--- src/hw/rtl/mac_pkg.sv ---
// Shared types and constants of the matroid axiom checker.
package mac_pkg;

  localparam int REQ_W  = 2;
  localparam int MASK_W = 10;
  localparam int SIZE_W = 4;
  localparam int GS_W   = 4;
  localparam int APB_AW = 3;
  localparam int APB_DW = 32;

  localparam logic [REQ_W-1:0] REQ_CLEAR = 2'd0;
  localparam logic [REQ_W-1:0] REQ_LOAD  = 2'd1;
  localparam logic [REQ_W-1:0] REQ_CHECK = 2'd2;

  localparam logic REG_GROUND_SIZE = 1'b0;
  localparam logic [GS_W-1:0] GROUND_SIZE_RESET = 4'd10;

  typedef struct packed {
    logic              member;
    logic [SIZE_W-1:0] size;
  } entry_t;

  typedef struct packed {
    logic              accept;
    logic [REQ_W-1:0]  req_type;
    logic [MASK_W-1:0] set_mask;
    logic [SIZE_W-1:0] set_size;
  } req_t;

  typedef struct packed {
    logic fire;
    logic verdict;
  } result_t;

  typedef enum logic [3:0] {
    ST_CLEAR,
    ST_IDLE,
    ST_A_RD,
    ST_A_WAIT,
    ST_B_RD,
    ST_B_WAIT,
    ST_K_SCAN,
    ST_K_WAIT,
    ST_DONE
  } state_t;

endpackage

--- src/hw/rtl/mac_cfg.sv ---
// APB register block holding the ground size.
module mac_cfg (
  input  logic                       clk,
  input  logic                       rst,
  input  logic                       psel,
  input  logic                       penable,
  input  logic                       pwrite,
  input  logic [mac_pkg::APB_AW-1:0] paddr,
  input  logic [mac_pkg::APB_DW-1:0] pwdata,
  output logic [mac_pkg::APB_DW-1:0] prdata,
  output logic                       pready,
  output logic [mac_pkg::GS_W-1:0]   ground_size
);

  logic hit;

  assign pready = 1'b1;
  assign hit    = paddr[mac_pkg::APB_AW-1] == mac_pkg::REG_GROUND_SIZE;

  always_ff @(posedge clk) begin
    if (rst) begin
      ground_size <= mac_pkg::GROUND_SIZE_RESET;
    end else if (psel && penable && pwrite && pready && hit) begin
      ground_size <= pwdata[mac_pkg::GS_W-1:0];
    end
  end

  always_comb begin
    prdata = '0;
    if (hit) begin
      prdata[mac_pkg::GS_W-1:0] = ground_size;
    end
  end

endmodule

--- config.mk ---
export PLATFORM = sky130hd
export DESIGN_NAME = mac_cfg
export DESIGN_NICKNAME = d
export VERILOG_FILES = /design/src/hw/rtl/mac_pkg.sv /design/src/hw/rtl/mac_cfg.sv
export SDC_FILE = /design/constraint.sdc
export NUM_CORES = 1
export LEC_CHECK = 0
export BUFFER_PORTS_ARGS = -buffer_cell sky130_fd_sc_hd__clkbuf_2
export CAP_MARGIN = 20
export CORE_MARGIN = 2
export CORE_UTILIZATION = 26
export CTS_CLUSTER_SIZE = 20
export DETAILED_ROUTE_END_ITERATION = 8
export PLACE_DENSITY = 0.86
export SLEW_MARGIN = 20
export SYNTH_ARGS = -nofsm -noshare
export SYNTH_HDL_FRONTEND = slang
export SYNTH_SLANG_ARGS = --single-unit
--- constraint.sdc ---
create_clock -name clk -period 1.2 [get_ports clk]
set_clock_uncertainty 0.2 [all_clocks]
set_input_delay 0.18 -clock clk [delete_from_list [all_inputs] [get_ports clk]]
set_output_delay 0.18 -clock clk [all_outputs]
set_load 0.05 [all_outputs]
==> run summary <==
The highest clock rate is 799 MHz. Setup repair after global routing could not meet its margin everywhere. The dominant cell by count in the synthesized netlist is sky130_fd_sc_hd__buf_4. The share of total power dissipated in combinational logic is 0.500.

The synthesized design spends more area on one cell type than any other, namely sky130_fd_sc_hd__buf_4. The global-route usage over all layers is 0.0803. Each instance of the synthesized netlist takes up on average 8.33 µm².

The static leakage power came out at 0.000296 µW. Walking the worst path, the cells encountered are and2b_4 -> clkbuf_16. More flip-flops sit in one register than any other, and that register is ground_size.

TritonCTS built the clock tree. Entering global routing, the biggest net connects 9 pins. The arrival time at the worst endpoint is 0.87 ns.

The number of rows in the core area is 14. The global-route wire length before repair came out at 1090 µm. The cell count after placement came out at 83. In this run, CTS created clock tree buffers numbering 3. CTS placed an instance of sky130_fd_sc_hd__clkbuf_4 at the clock tree root. The critical path required time came out at 0.82 ns.

The worst-case setup margin in the final layout came out at -0.0515 ns. The leading register cell type out of synthesis is sky130_fd_sc_hd__dfxtp_1. The total wire length came out at 702 µm. The per-cell routed wire length came out at 7.98 µm. For this configuration, the core starts out at a cell density of 0.287. For this design, the slowest cell found on the critical path is sky130_fd_sc_hd__dfxtp_2. The worst-path maximum fanout is 3. The family with the most delay on the worst path is flip-flops. The sequential group share of total power is 0.233. The count of nets left with antenna violations once routing finished came out at 0. In the final design database the tool counted 114 nets. In the final layout, the registers with the most flip-flops are ground_size x4.

The share of synthesized area in the top cell type comes to 0.493. The detailed-router iteration count before antenna repair came out at 1. The worst path buffer plus inverter count is 1. The number of pins with negative max-slew slack in the final report came out at 0. The average vias per placed instance came out at 3.36.

Clock-pin slew was measured on the worst setup and hold paths at 0.04 ns. The internal power summed over all cells came out at 303 µW. The sum of internal, switching and leakage power came out at 598 µW.

Counting flops with a built-in enable in the synthesized netlist gives 0. The type of element capturing the critical path is an output pin. For this run, the number of standard cells in the final layout without fillers is 88. IR analysis of the VDD net gives a maximum drop of 0.382 mV. The number of sinks handled by clock tree synthesis came out at 4. The count of maximum capacitance violations is 0. The number of hold-slack violations in the final timing report was 0. In the final layout, the share of cells above drive strength 1 is 0.389. The largest stage delay on the critical path came out at 0.32 ns. The floorplan step defined a die boundary enclosing 2040 µm². The repair_antennas step left the layout with diodes totalling 0. The number of global-route vias before repair was 266. In the finished design, the share of the clock period the worst path needs comes to 1.04. The clock power share came out at 0.266. The critical path in this run is classified as flop to output pin. Across all layers, the routed design uses 296 vias. The core area is 1540 µm². After synthesis the netlist holds a flip-flop and latch count of 4. The count of endpoints failing setup in the final report is 4. Summed over all layers, the global routing overflow is 0. The DRC violation total after the first TritonRoute iteration came out at 0.

The maximum buffer depth of the clock tree is 2. Of the total power, the share spent switching nets is 0.494. The number of antenna violations at the first check in global routing came to 0. The count of boundary I/O pins came out at 77. The vertical die dimension came out at 45.2 µm.

In the post-synthesis netlist, the biggest area contributors are sky130_fd_sc_hd__buf_4, sky130_fd_sc_hd__dfxtp_1, sky130_fd_sc_hd__mux2i_1. Summed over all nets, the switching power comes to 295 µW. The detailed placement HPWL is 601 µm. The flip-flop count of the largest register after layout came out at 4. The startpoint of the most critical hold path is pwdata[1]. Tracing the worst setup path back leads to its startpoint at ground_size[2]. The areal power density over the cells is 1060 nW/µm². The flow ran to the end, but the final reports show violations.

The count of yosys warnings during synthesis is 0. Counting the fill cells in the layout gives 168. The clock period minus worst slack came out at 1.25 ns. Of the synthesized area, sequential elements account for 0.181. The final weighted congestion of routability-driven global placement is 0.528. The floorplan step set the die width to 45.2 µm.

For this run, asynchronously set or reset flops after synthesis account for 0. The DRC violation count after routing came out at 0. The number of different library cells in the post-synthesis netlist is 9. The checks that failed: negative setup slack.

STA classifies the critical path startpoint as a flop. The mapped cell area is 442 µm². The level count of the clock H-tree is 1. The number of buffer cells added on primary ports came out at 17.

The total setup buffers inserted after CTS came out at 0. The critical register-to-register path startpoint is ground_size[3]. The number of cells produced by synthesis is 53. Relative to the synthesized area, the layout overhead comes to 27.2%.

In this run the worst hold path is classified as input port to flop. The latest clock arrival within the worst-skew pair is 0.23 ns.
[worst reg2reg max path: cells and delay by family (launching register included)]
| family | cells | cell delay (ns) |
|---|---|---|
| simple gates | 1 | 0.10 |
| flops | 1 | 0.31 |
| mux | 1 | 0.07 |
[cell families (layout without fill, tap and decap cells)]
group                  count (synthesis)  count (layout)  share of synthesized area
and+or+nand+nor                       13              13                      0.193
buffers and inverters                 30              22                      0.518
DFF                                    4               4                      0.181
muxes                                  4               4                     0.0907
other                                  2              29                     0.0170
[area by class of cell]
cell class / instances / area [µm²] / share of cell area
Timing Repair Buffer: 19 / 195 / 0.347
Multi-Input combinational cell: 46 / 239 / 0.425
Clock buffer: 3 / 22.5 / 0.0401
Tap cell: 16 / 20.0 / 0.0356
Sequential cell: 4 / 85.1 / 0.151
[worst paths after layout]
path                          to  slack [ns]  cells past startpoint
hold reg to reg   ground_size[0]        0.28                      2
hold / removal    ground_size[1]        0.01                      3
setup / recovery       prdata[2]       -0.05                      2
setup reg to reg  ground_size[3]        0.39                      2
[through the flow]
stage / instance area (µm²) / util / hold slack [ns] / setup WS [ns] / setup TNS (ns)
2_1_floorplan: 553 / - / 0.127 / 0.0398 / 0
3_3_place_gp: 429 / 0.278 / 0.222 / 0.0304 / 0
3_5_place_dp: 429 / 0.278 / 0.242 / -0.00953 / -0.0143
4_1_cts: 562 / 0.364 / 0.00715 / -0.0654 / -0.251
5_1_grt: 562 / 0.364 / 0.0587 / -0.0861 / -0.335
6_report: 562 / 0.364 / 0.0124 / -0.0515 / -0.195
[power by group through the flow]
stage          clock network, µW  registers [µW]  logic, µW
4_1_cts                      171             140        298
3_3_place_gp                   0             141        269
5_1_grt                      183             140        312
3_5_place_dp                   0             142        271
2_1_floorplan                  0             152        311
6_report                     159             140        299
[what timing repair did]
action                     CTS  global route
cloned                       0             0
hold buffers                 2             0
setup endpoints to repair    8             5
hold endpoints to repair     2             0
gates resized for setup     16             0
pin swaps                    0             0
[per-layer routing]
metal  part of all wire  global-route usage  routed length (µm)
met1               0.26              0.0530                 185
met2               0.62               0.157                 437
met3               0.11              0.0360                  79
met4                  0              0.0706                   0
met5                  0                   0                   0
[cell usage in the layout, fill, tap and decap left out]
master,Yosys,layout
sky130_fd_sc_hd__conb_1,2,29
sky130_fd_sc_hd__clkbuf_2,0,9
sky130_fd_sc_hd__clkbuf_4,0,7
sky130_fd_sc_hd__and2b_4,0,4
sky130_fd_sc_hd__nand2b_1,4,4
sky130_fd_sc_hd__mux2i_1,4,4
sky130_fd_sc_hd__nor2_1,4,4
sky130_fd_sc_hd__dfxtp_2,0,4
sky130_fd_sc_hd__clkbuf_16,0,4
sky130_fd_sc_hd__dlygate4sd3_1,0,2
sky130_fd_sc_hd__and4b_1,1,1
(Power assumes the default switching activity.)
