===== config.mk =====
export PLATFORM = sky130hd
export DESIGN_NAME = mac_ctrl
export DESIGN_NICKNAME = d
export VERILOG_FILES = /design/src/hw/rtl/mac_pkg.sv /design/src/hw/rtl/mac_ctrl.sv
export SDC_FILE = /design/constraint.sdc
export NUM_CORES = 1
export LEC_CHECK = 0
export BUFFER_PORTS_ARGS = -buffer_cell sky130_fd_sc_hd__buf_2
export CAP_MARGIN = 20
export CORE_AREA = 2 2 110 112
export CTS_CLUSTER_DIAMETER = 40
export DETAILED_ROUTE_END_ITERATION = 8
export DIE_AREA = 0 0 112 114
export PLACE_DENSITY = 0.56
export RECOVER_POWER = 25
export SLEW_MARGIN = 20
export SYNTH_ARGS = -nofsm -noshare
export SYNTH_HDL_FRONTEND = slang
export SYNTH_SLANG_ARGS = --single-unit

===== constraint.sdc =====
create_clock -name clk -period 3 [get_ports clk]
set_clock_uncertainty 0.1 [all_clocks]
set_input_delay 0.15 -clock clk [delete_from_list [all_inputs] [get_ports clk]]
set_output_delay 0.15 -clock clk [all_outputs]
set_load 0.02 [all_outputs]

===== src/hw/rtl/mac_pkg.sv =====
// Shared types and constants of the matroid axiom checker.
package mac_pkg;

  localparam int REQ_W  = 2;
  localparam int MASK_W = 10;
  localparam int SIZE_W = 4;
  localparam int GS_W   = 4;
  localparam int APB_AW = 3;
  localparam int APB_DW = 32;

  localparam logic [REQ_W-1:0] REQ_CLEAR = 2'd0;
  localparam logic [REQ_W-1:0] REQ_LOAD  = 2'd1;
  localparam logic [REQ_W-1:0] REQ_CHECK = 2'd2;

  localparam logic REG_GROUND_SIZE = 1'b0;
  localparam logic [GS_W-1:0] GROUND_SIZE_RESET = 4'd10;

  typedef struct packed {
    logic              member;
    logic [SIZE_W-1:0] size;
  } entry_t;

  typedef struct packed {
    logic              accept;
    logic [REQ_W-1:0]  req_type;
    logic [MASK_W-1:0] set_mask;
    logic [SIZE_W-1:0] set_size;
  } req_t;

  typedef struct packed {
    logic fire;
    logic verdict;
  } result_t;

  typedef enum logic [3:0] {
    ST_CLEAR,
    ST_IDLE,
    ST_A_RD,
    ST_A_WAIT,
    ST_B_RD,
    ST_B_WAIT,
    ST_K_SCAN,
    ST_K_WAIT,
    ST_DONE
  } state_t;

endpackage


===== src/hw/rtl/mac_ctrl.sv =====
// Sequencer: store clearing, loads and the axiom walk over the store.
module mac_ctrl #(
  parameter int GROUND_MAX = 10
) (
  input  logic                     clk,
  input  logic                     rst,
  input  logic [mac_pkg::GS_W-1:0] ground_size,
  input  mac_pkg::req_t            req,
  input  logic                     res_free,
  output logic                     idle,
  output mac_pkg::result_t         result,
  output logic                     we,
  output logic [GROUND_MAX-1:0]    waddr,
  output mac_pkg::entry_t          wdata,
  output logic [GROUND_MAX-1:0]    raddr,
  input  mac_pkg::entry_t          rdata
);

  localparam int GW = GROUND_MAX;
  localparam int KW = $clog2(GROUND_MAX + 1);

  mac_pkg::state_t state, state_next;

  logic [GW-1:0]             a, a_next;
  logic [GW-1:0]             b, b_next;
  logic [KW-1:0]             k, k_next;
  logic [mac_pkg::SIZE_W-1:0] a_size, a_size_next;
  logic                      outcome, outcome_next;
  logic [GW-1:0]             clr_cnt, clr_next;

  logic [KW-1:0]             n;
  logic [GW-1:0]             last;
  logic [GW-1:0]             x;
  logic [GW+mac_pkg::MASK_W-1:0] mask_ext;
  logic [GW-1:0]             load_addr;
  logic [mac_pkg::SIZE_W-1:0] load_size;
  logic a_last, b_last, clr_last, subset_fail, need_x, cand, k_end;

  // active ground size, capped at the store's ground
  assign n = (int'(ground_size) > GROUND_MAX) ? KW'(GROUND_MAX) : KW'(ground_size);
  assign last = ~({GW{1'b1}} << n);

  assign mask_ext  = {{GW{1'b0}}, req.set_mask};
  assign load_addr = mask_ext[GW-1:0];
  assign load_size = (int'(req.set_size) > GROUND_MAX) ? mac_pkg::SIZE_W'(GROUND_MAX)
                                                        : req.set_size;

  assign a_last   = a == last;
  assign b_last   = b == last;
  assign clr_last = clr_cnt == {GW{1'b1}};
  assign x        = {{(GW-1){1'b0}}, 1'b1} << k;
  assign k_end    = k == n;

  assign subset_fail = ((a | b) == a) && !rdata.member;
  assign need_x      = rdata.member && (a_size > rdata.size);
  assign cand        = !k_end && ((a & x) != '0) && ((b & x) == '0);

  assign idle        = state == mac_pkg::ST_IDLE;
  assign result.fire    = (state == mac_pkg::ST_DONE) && res_free;
  assign result.verdict = outcome;

  always_ff @(posedge clk) begin
    if (rst) begin
      state   <= mac_pkg::ST_CLEAR;
      clr_cnt <= '0;
    end else begin
      state   <= state_next;
      clr_cnt <= clr_next;
    end
  end

  always_ff @(posedge clk) begin
    a       <= a_next;
    b       <= b_next;
    k       <= k_next;
    a_size  <= a_size_next;
    outcome <= outcome_next;
  end

  // next state
  always_comb begin
    state_next = state;
    case (state)
      mac_pkg::ST_CLEAR: begin
        if (clr_last) state_next = mac_pkg::ST_IDLE;
      end
      mac_pkg::ST_IDLE: begin
        if (req.accept) begin
          case (req.req_type)
            mac_pkg::REQ_CLEAR: state_next = mac_pkg::ST_CLEAR;
            mac_pkg::REQ_CHECK: state_next = mac_pkg::ST_A_RD;
            default:            state_next = mac_pkg::ST_IDLE;
          endcase
        end
      end
      mac_pkg::ST_A_RD: state_next = mac_pkg::ST_A_WAIT;
      mac_pkg::ST_A_WAIT: begin
        if (rdata.member)    state_next = mac_pkg::ST_B_RD;
        else if (a == '0)    state_next = mac_pkg::ST_DONE;
        else if (a_last)     state_next = mac_pkg::ST_DONE;
        else                 state_next = mac_pkg::ST_A_RD;
      end
      mac_pkg::ST_B_RD: state_next = mac_pkg::ST_B_WAIT;
      mac_pkg::ST_B_WAIT: begin
        if (subset_fail)     state_next = mac_pkg::ST_DONE;
        else if (need_x)     state_next = mac_pkg::ST_K_SCAN;
        else if (!b_last)    state_next = mac_pkg::ST_B_RD;
        else if (!a_last)    state_next = mac_pkg::ST_A_RD;
        else                 state_next = mac_pkg::ST_DONE;
      end
      mac_pkg::ST_K_SCAN: begin
        if (k_end)           state_next = mac_pkg::ST_DONE;
        else if (cand)       state_next = mac_pkg::ST_K_WAIT;
      end
      mac_pkg::ST_K_WAIT: begin
        if (!rdata.member)   state_next = mac_pkg::ST_K_SCAN;
        else if (!b_last)    state_next = mac_pkg::ST_B_RD;
        else if (!a_last)    state_next = mac_pkg::ST_A_RD;
        else                 state_next = mac_pkg::ST_DONE;
      end
      mac_pkg::ST_DONE: begin
        if (res_free) state_next = mac_pkg::ST_IDLE;
      end
      default: state_next = mac_pkg::ST_CLEAR;
    endcase
  end

  // datapath and store controls
  always_comb begin
    a_next       = a;
    b_next       = b;
    k_next       = k;
    a_size_next  = a_size;
    outcome_next = outcome;
    clr_next     = clr_cnt;
    we           = 1'b0;
    waddr        = clr_cnt;
    wdata        = '0;
    raddr        = a;
    case (state)
      mac_pkg::ST_CLEAR: begin
        we       = 1'b1;
        clr_next = clr_cnt + GW'(1);
      end
      mac_pkg::ST_IDLE: begin
        if (req.accept) begin
          case (req.req_type)
            mac_pkg::REQ_CLEAR: clr_next = '0;
            mac_pkg::REQ_LOAD: begin
              we           = 1'b1;
              waddr        = load_addr;
              wdata.member = 1'b1;
              wdata.size   = load_size;
            end
            mac_pkg::REQ_CHECK: a_next = '0;
            default: ;
          endcase
        end
      end
      mac_pkg::ST_A_RD: raddr = a;
      mac_pkg::ST_A_WAIT: begin
        if (rdata.member) begin
          a_size_next = rdata.size;
          b_next      = '0;
        end else if (a == '0) begin
          outcome_next = 1'b0;
        end else if (a_last) begin
          outcome_next = 1'b1;
        end else begin
          a_next = a + GW'(1);
        end
      end
      mac_pkg::ST_B_RD: raddr = b;
      mac_pkg::ST_B_WAIT: begin
        if (subset_fail) begin
          outcome_next = 1'b0;
        end else if (need_x) begin
          k_next = '0;
        end else if (!b_last) begin
          b_next = b + GW'(1);
        end else if (!a_last) begin
          a_next = a + GW'(1);
        end else begin
          outcome_next = 1'b1;
        end
      end
      mac_pkg::ST_K_SCAN: begin
        raddr = b | x;
        if (k_end) begin
          outcome_next = 1'b0;
        end else if (!cand) begin
          k_next = k + KW'(1);
        end
      end
      mac_pkg::ST_K_WAIT: begin
        if (!rdata.member) begin
          k_next = k + KW'(1);
        end else if (!b_last) begin
          b_next = b + GW'(1);
        end else if (!a_last) begin
          a_next = a + GW'(1);
        end else begin
          outcome_next = 1'b1;
        end
      end
      mac_pkg::ST_DONE: ;
      default: ;
    endcase
  end

endmodule

==> results of run 1 <==
-- metrics by stage --
step	worst slack, ns	cells	total power [mW]
final	0.2483	689	1.302
after global routing	0.08989	689	1.355
after CTS	0.007611	689	1.317
after detailed placement	0.01421	677	0.7511
after global placement	0.1051	677	0.7500
after floorplan	0.1225	495	0.7175
-- worst max path at each step --
stage | startpoint | endpoint | slack, ns | cells after the start
floorplan | b[7] | a[0] | 0.12 | 6
global placement | k[0] | k[1] | 0.11 | 7
detailed placement | k[0] | k[2] | 0.01 | 8
CTS | k[0] | k[2] | 0.008 | 7
global route | k[0] | k[2] | 0.09 | 8
finish | k[0] | k[2] | 0.25 | 8
-- placed cells by master (no fill, tap or decap), types with 9 or more instances in the layout --
cell type	Yosys	final
a21oi_1	45	44
a31oi_1	12	12
buf_2	8	42
buf_4	4	19
clkbuf_1	27	18
dfxtp_1	14	14
edfxtp_1	29	29
ha_1	14	14
inv_1	22	22
mux2_2	12	12
nand2_1	35	35
nand3_1	21	21
nor2_1	42	42
nor2b_1	12	12
nor3_1	10	9
nor4_1	10	10
o21ai_0	19	18
or3_1	9	9
-- synth_stat cells (14+ instances only) --
cell type   n
dfxtp_1    14
inv_1      22
clkbuf_1   27
nand2_1    35
nand3_1    21
o21ai_0    19
nor2_1     42
a21oi_1    45
ha_1       14
edfxtp_1   29
-- metal layers --
layer / vias to the layer above / wire length, um / global-route usage [%]
met5: - / 0 / 0
met4: 0 / 161 / 4.878
met3: 15 / 625 / 2.285
met2: 154 / 5443 / 29.21
met1: 1876 / 5786 / 27.55
li1: 1947 / - / -
-- cell families after synthesis --
kind of cell / count (synthesis) / share of synthesized area, %
buffers and inverters: 67 / 7.714
multiplexers: 14 / 3.904
AO/OA/AOI/OAI: 146 / 25.00
adder cells (fa/ha/maj): 14 / 4.408
flip-flops: 43 / 28.97
AND/OR/NAND/NOR: 195 / 26.48
XOR/XNOR: 16 / 3.527
-- power breakdown --
group | internal, mW | total, mW | switching (mW) | leakage [nW]
logic | 0.0448 | 0.107 | 0.0624 | 1.28
clock network | 0.316 | 0.561 | 0.245 | 0.0748
registers | 0.629 | 0.634 | 0.00525 | 0.384
total | 0.990 | 1.30 | 0.312 | 1.73
-- what timing repair did --
| action | CTS | global route |
|---|---|---|
| hold endpoints to repair | 4 | 0 |
| endpoints found under the setup margin | 0 | 4 |
| hold buffers | 4 | 0 |
| gates resized for setup | 0 | 1 |
-- layout make-up --
class                      count  area (um^2)
sequential                    43         1151
fill                        1241         7153
inverter                      23        86.33
multi-input combinational    385         2525
clock buffer                   5        125.1
timing repair buffer          83        460.4
clock inverter                 3        26.28
tap                          147        183.9
-- sequential cells by signal, indices dropped and copies added, names as in the netlist --
name and flops:
a_size 4, a 10, state 4, b 10, k 4, outcome 1, clr_cnt 10
==> reports/metrics.cfg, run 1 <==
[drt]
drt-total-wl_mm = 12.02
dr_total_vias = 3992
drc_errors = 0
wl_per_cell_um = 17.44
drt-pass1-iter-count = 6
drt_iter0_markers = 318
antenna_left = 0
avgViaCountPerCell = 5.794

[cts]
cts_made_buffers = 5
clockBufferDepth = 2
root_buffer = clkbuf_16
path_clk_slew_ns = 0.07
cts-htree-levels = 2
clock_sinks = 43
postCtsSetupBuffers = 0
cts_tree = done
clk_latency_ns = 0.29

[timing]
timing.hold.ws_ns = 0.04507
setup_viol_count_final = 0
relSlewSlack_pct = 47.53
fmax_ghz = 0.3634
worst_slew_pin_slew_ns = 0.7817
hold_viol = 0
fin_crit_ns = 2.752
grt_setup_unrepaired = false
slew_viol_final = 0
setup_tns_ns = 0
period_share_pct = 91.72

[run_status]
status = finished, final reports clean

[synthesis]
synthCells = 495
yosys_most_used_dff = edfxtp_1
synth-seq-cells = 43
synth_top_area_share_pct = 21.91
yosysUniqueCellTypes = 77
yosysSeqAreaShare_pct = 28.97
synth_area_leaders = edfxtp_1 (22%), dfxtp_1 (7.1%), a21oi_1 (5.7%), ha_1 (4.4%), nor2_1 (4.0%)
yosys_warnings = 0
synth.cell_area_um2 = 3974
synth-edff-count = 29
yosysTopAreaCell = edfxtp_1
synth_fp_nets = 538
avgSynthCellArea_um2 = 8.028
synthArstFlopShare_pct = 0

[global_route]
grt_pass1_wl_mm = 19.40
antenna_found_initial = 0
grtUsageTotal_pct = 18.73
overflow = 0
grt_max_degree = 29
grt_pass1_vias = 3712

[critical_path]
cpMostUsedCell = a21oi_1
cp_top_family = compound AO/OA/AOI/OAI gates
ff2ff_setup_slack_ns = 0.25
cp-start-kind = register
slowest_delay_ns = 0.50
reg2reg_to = k[2]
crit_type = register to register
critPathArrivalTime_ns = 2.58
cp_num_buf_inv = 1
crit-reg2reg-launch = k[0]
cp_cell_sequence = inv_1 > ha_1 > a22o_1 > nand2_1 > a21oi_1 > o221ai_1 > a21oi_1 > nor3_2
cpMaxStageDelayCell = edfxtp_1
r2r_cells = 8
crit_path_end_kind = register
cp_data_required_time_ns = 2.83
crit_fanout = 8

[layout]
fin_area_um2 = 4558
nNetsFinal = 584
fin_util_pct = 38.92
drive_gt1_share_pct = 18.82
area_growth_pct = 14.70
n_antenna_cell = 0

[place]
place_congestion = 0.9218
dpl_cell_area_um2 = 4388
numPortBuffers = 57
dp_hpwl_mm = 8.736

[hold_path]
hold_depth = 2
hold_class = input pin to register
hold_end = clr_cnt[1]
min_from = rst

[power_and_ir_drop]
leakagePower_nw = 1.734
power_per_cell_area_nw_per_um2 = 285.7
ir_drop_mv = 0.2179

[floorplanning]
core_um2 = 11710
die_h_um = 114
die_area_um2 = 12770
io_pins = 58
die_x_um = 112
start_util_pct = 33.93
rows = 40

[flow_run]
maxCapViolations = 0

No activity file was read; power rests on OpenSTA's default activity.
==> run 2, diff against run 1 <==
--- a/config.mk
+++ b/config.mk
@@ -11,7 +11,7 @@
 export CTS_CLUSTER_DIAMETER = 40
 export DETAILED_ROUTE_END_ITERATION = 8
 export DIE_AREA = 0 0 112 114
-export PLACE_DENSITY = 0.56
+export PLACE_DENSITY_LB_ADDON = 0.1
 export RECOVER_POWER = 25
 export SLEW_MARGIN = 20
 export SYNTH_ARGS = -nofsm -noshare
==> constraint.sdc (replaced) <==
create_clock -name clk -period 3.02 [get_ports clk]
set_clock_uncertainty 0.1 [all_clocks]
set_input_delay 0.151 -clock clk [delete_from_list [all_inputs] [get_ports clk]]
set_output_delay 0.151 -clock clk [all_outputs]
set_load 0.02 [all_outputs]
==> run 2 against run 1 <==
Compared with the run above: global-route usage down 0.20 points; critical path type unchanged; non-clock buffer count grew 1; via count decreased by 0.83%; core utilization decreased by 0.075 points; cell count rose by 0.15%; sequential cell count did not move; sequential power down 0.6%; setup slack gained 0.029 ns; total power fell by 2.1%; cell area decreased by 0.19%; largest power group unchanged.
==> reports/metrics.cfg, run 2 (synthesis results as in run 1) <==
[cts]
cts_made_buffers = 5  ; unchanged
clockBufferDepth = 2  ; unchanged
clk_latency_ns = 0.29  ; about the same
cts-htree-levels = 2  ; unchanged
path_clk_slew_ns = 0.06  ; was 0.07 ns
cts_tree = done  ; unchanged
clock_sinks = 43  ; unchanged
root_buffer = clkbuf_16  ; unchanged

[timing]
fin_crit_ns = 2.743  ; was 2.752 ns
slew_viol_final = 0  ; unchanged
fmax_ghz = 0.3646  ; was 0.3634 GHz
period_share_pct = 90.83  ; was 91.72%
relSlewSlack_pct = 40.13  ; was 47.53%
timing.hold.ws_ns = 0.03532  ; was 0.04507 ns
hold_viol = 0  ; unchanged
worst_slew_pin_slew_ns = 0.8899  ; was 0.7817 ns
setup_viol_count_final = 0  ; unchanged
setup_tns_ns = 0  ; unchanged
grt_setup_unrepaired = false  ; unchanged

[global_route]
grtUsageTotal_pct = 18.53  ; was 18.73%
grt_max_degree = 29  ; unchanged
overflow = 0  ; unchanged
antenna_found_initial = 0  ; unchanged
grt_pass1_vias = 3695  ; was 3712
grt_pass1_wl_mm = 19.13  ; was 19.40 mm

[power_and_ir_drop]
combPwrFrac_pct = 8.5  ; was 8.2%
p_int_mw = 0.9757  ; was 0.9896 mW
sw_frac_of_total_pct = 23.49  ; was 23.99%
switchingPower_mw = 0.2995  ; was 0.3124 mW
power_per_cell_area_nw_per_um2 = 280.3  ; was 285.7 nW/um^2
ir_drop_mv = 0.2259  ; was 0.2179 mV
leakagePower_nw = 1.738  ; was 1.734 nW
seq_power_share_pct = 49.4  ; was 48.7%
power_frac_clock_pct = 42.1  ; was 43.1%

[place]
dp_hpwl_mm = 8.887  ; was 8.736 mm
place_congestion = 0.8839  ; was 0.9218
numPortBuffers = 57  ; unchanged

[critical_path]
cpMaxStageDelayCell = edfxtp_1  ; unchanged
slowest_delay_ns = 0.55  ; was 0.50 ns
cp_data_required_time_ns = 2.91  ; was 2.83 ns
cp_top_family = compound AO/OA/AOI/OAI gates  ; unchanged
crit_path_end_kind = register  ; unchanged
critPathArrivalTime_ns = 2.63  ; was 2.58 ns
cp_num_buf_inv = 1  ; unchanged
crit-reg2reg-launch = b[1]  ; was k[0]
crit_fanout = 10  ; was 8
cp_cell_sequence = nor4_1 > o21ai_0 > a22oi_1 > and4_1 > o21ai_1 > a221oi_1 > buf_4  ; was inv_1 > ha_1 > a22o_1 > nand2_1 > a21oi_1 > o221ai_1 > a21oi_1 > nor3_2
r2r_cells = 7  ; was 8
reg2reg_to = a[8]  ; was k[2]
cp-start-kind = register  ; unchanged
crit_type = register to register  ; unchanged
ff2ff_setup_slack_ns = 0.28  ; was 0.25 ns

[drt]
drt_iter0_markers = 207  ; was 318
antenna_left = 0  ; unchanged
avgViaCountPerCell = 5.738  ; was 5.794
drc_errors = 0  ; unchanged
drt-total-wl_mm = 11.88  ; was 12.02 mm
wl_per_cell_um = 17.22  ; was 17.44 um
drt-pass1-iter-count = 5  ; was 6
dr_total_vias = 3959  ; was 3992

[floorplanning]
start_util_pct = 33.93  ; unchanged
core_um2 = 11710  ; unchanged
die_area_um2 = 12770  ; unchanged
io_pins = 58  ; unchanged
die_x_um = 112  ; unchanged
rows = 40  ; unchanged
die_h_um = 114  ; unchanged

[layout]
reg_top3 = a x10, b x10, clr_cnt x10  ; unchanged
nNetsFinal = 585  ; was 584
area_growth_pct = 14.48  ; was 14.70%
drive_gt1_share_pct = 18.60  ; was 18.82%
layout_commonest_cell = a21oi_1  ; unchanged
n_antenna_cell = 0  ; unchanged
final_cell_mix = a21oi_1 (44), nor2_1 (42), buf_2 (42), nand2_1 (35), edfxtp_1 (29)  ; unchanged
nFillCells = 1275  ; was 1241

[run_status]
status = finished, final reports clean  ; unchanged

[hold_path]
hold_class = input pin to register  ; unchanged
min_from = rst  ; unchanged
hold_depth = 2  ; unchanged
hold_end = clr_cnt[0]  ; was clr_cnt[1]

[flow_run]
maxCapViolations = 0  ; unchanged

-- run 2: cell types whose count changed in the layout (fill, tap and decap cells not counted), sizes merged --
cell,previous run,this run
buf,61,62
clkbuf,23,24
inv,24,23
-- run 2: area by class of cell --
cell class	count	area, um^2	area share, %
multi-input combinational	385	2520	55.39
timing repair buffer	84	467.9	10.29
tap	147	183.9	4.043
clock buffer	6	128.9	2.833
clock inverter	2	11.26	0.2475
inverter	23	86.33	1.898
sequential	43	1151	25.30
-- run 2: through the flow --
step	cell area (um^2)	total power, mW	cells	util [%]	setup slack [ns]
floorplan	3974	0.7127	495	-	0.1425
global placement	4395	0.7453	678	37.53	0.3136
detailed placement	4395	0.7471	678	37.53	0.2609
CTS	4576	1.292	690	39.07	0.1422
global route	4549	1.319	690	38.85	0.01933
finish	4549	1.275	690	38.85	0.2769
-- run 2: timing repair --
item                                   4_1_cts  5_1_grt
endpoints found under the hold margin        4        0
buffers inserted                             0        0
hold buffers                                 4        0
resized for setup                            0        1
setup endpoints to repair                    0       10
-- run 2: worst max-delay path by stage --
stage / start / slack, ns / to / depth (start not counted)
2_1_floorplan: b[7] / 0.14 / a[0] / 6
3_3_place_gp: k[0] / 0.31 / k[0] / 8
3_5_place_dp: b[1] / 0.26 / a[8] / 7
4_1_cts: rdata[1] / 0.14 / b[1] / 10
5_1_grt: k[0] / 0.02 / k[1] / 8
6_report: b[1] / 0.28 / a[8] / 7
-- run 2: power groups by stage --
stage | logic [mW] | clock network, mW | registers, mW
CTS | 0.109 | 0.553 | 0.630
finish | 0.108 | 0.537 | 0.630
floorplan | 0.0726 | 0 | 0.640
global placement | 0.102 | 0 | 0.643
global route | 0.121 | 0.568 | 0.630
detailed placement | 0.104 | 0 | 0.643
-- run 2: per-layer routing --
metal | routed length, um | vias to the layer above | share of wire [%] | track usage (%)
li1 | - | 1947 | - | -
met2 | 5365 | 117 | 45 | 31.03
met5 | 0 | - | 0 | 0
met1 | 5772 | 1882 | 49 | 25.30
met4 | 148 | 0 | 1.2 | 4.228
met3 | 594 | 13 | 5.0 | 3.029
-- run 2: worst register-to-register path, stage by stage, from the launching register on --
cell,delay (ns)
edfxtp_1,0.55
nor4_1,0.21
o21ai_0,0.12
a22oi_1,0.38
and4_1,0.37
o21ai_1,0.09
a221oi_1,0.35
buf_4,0.27
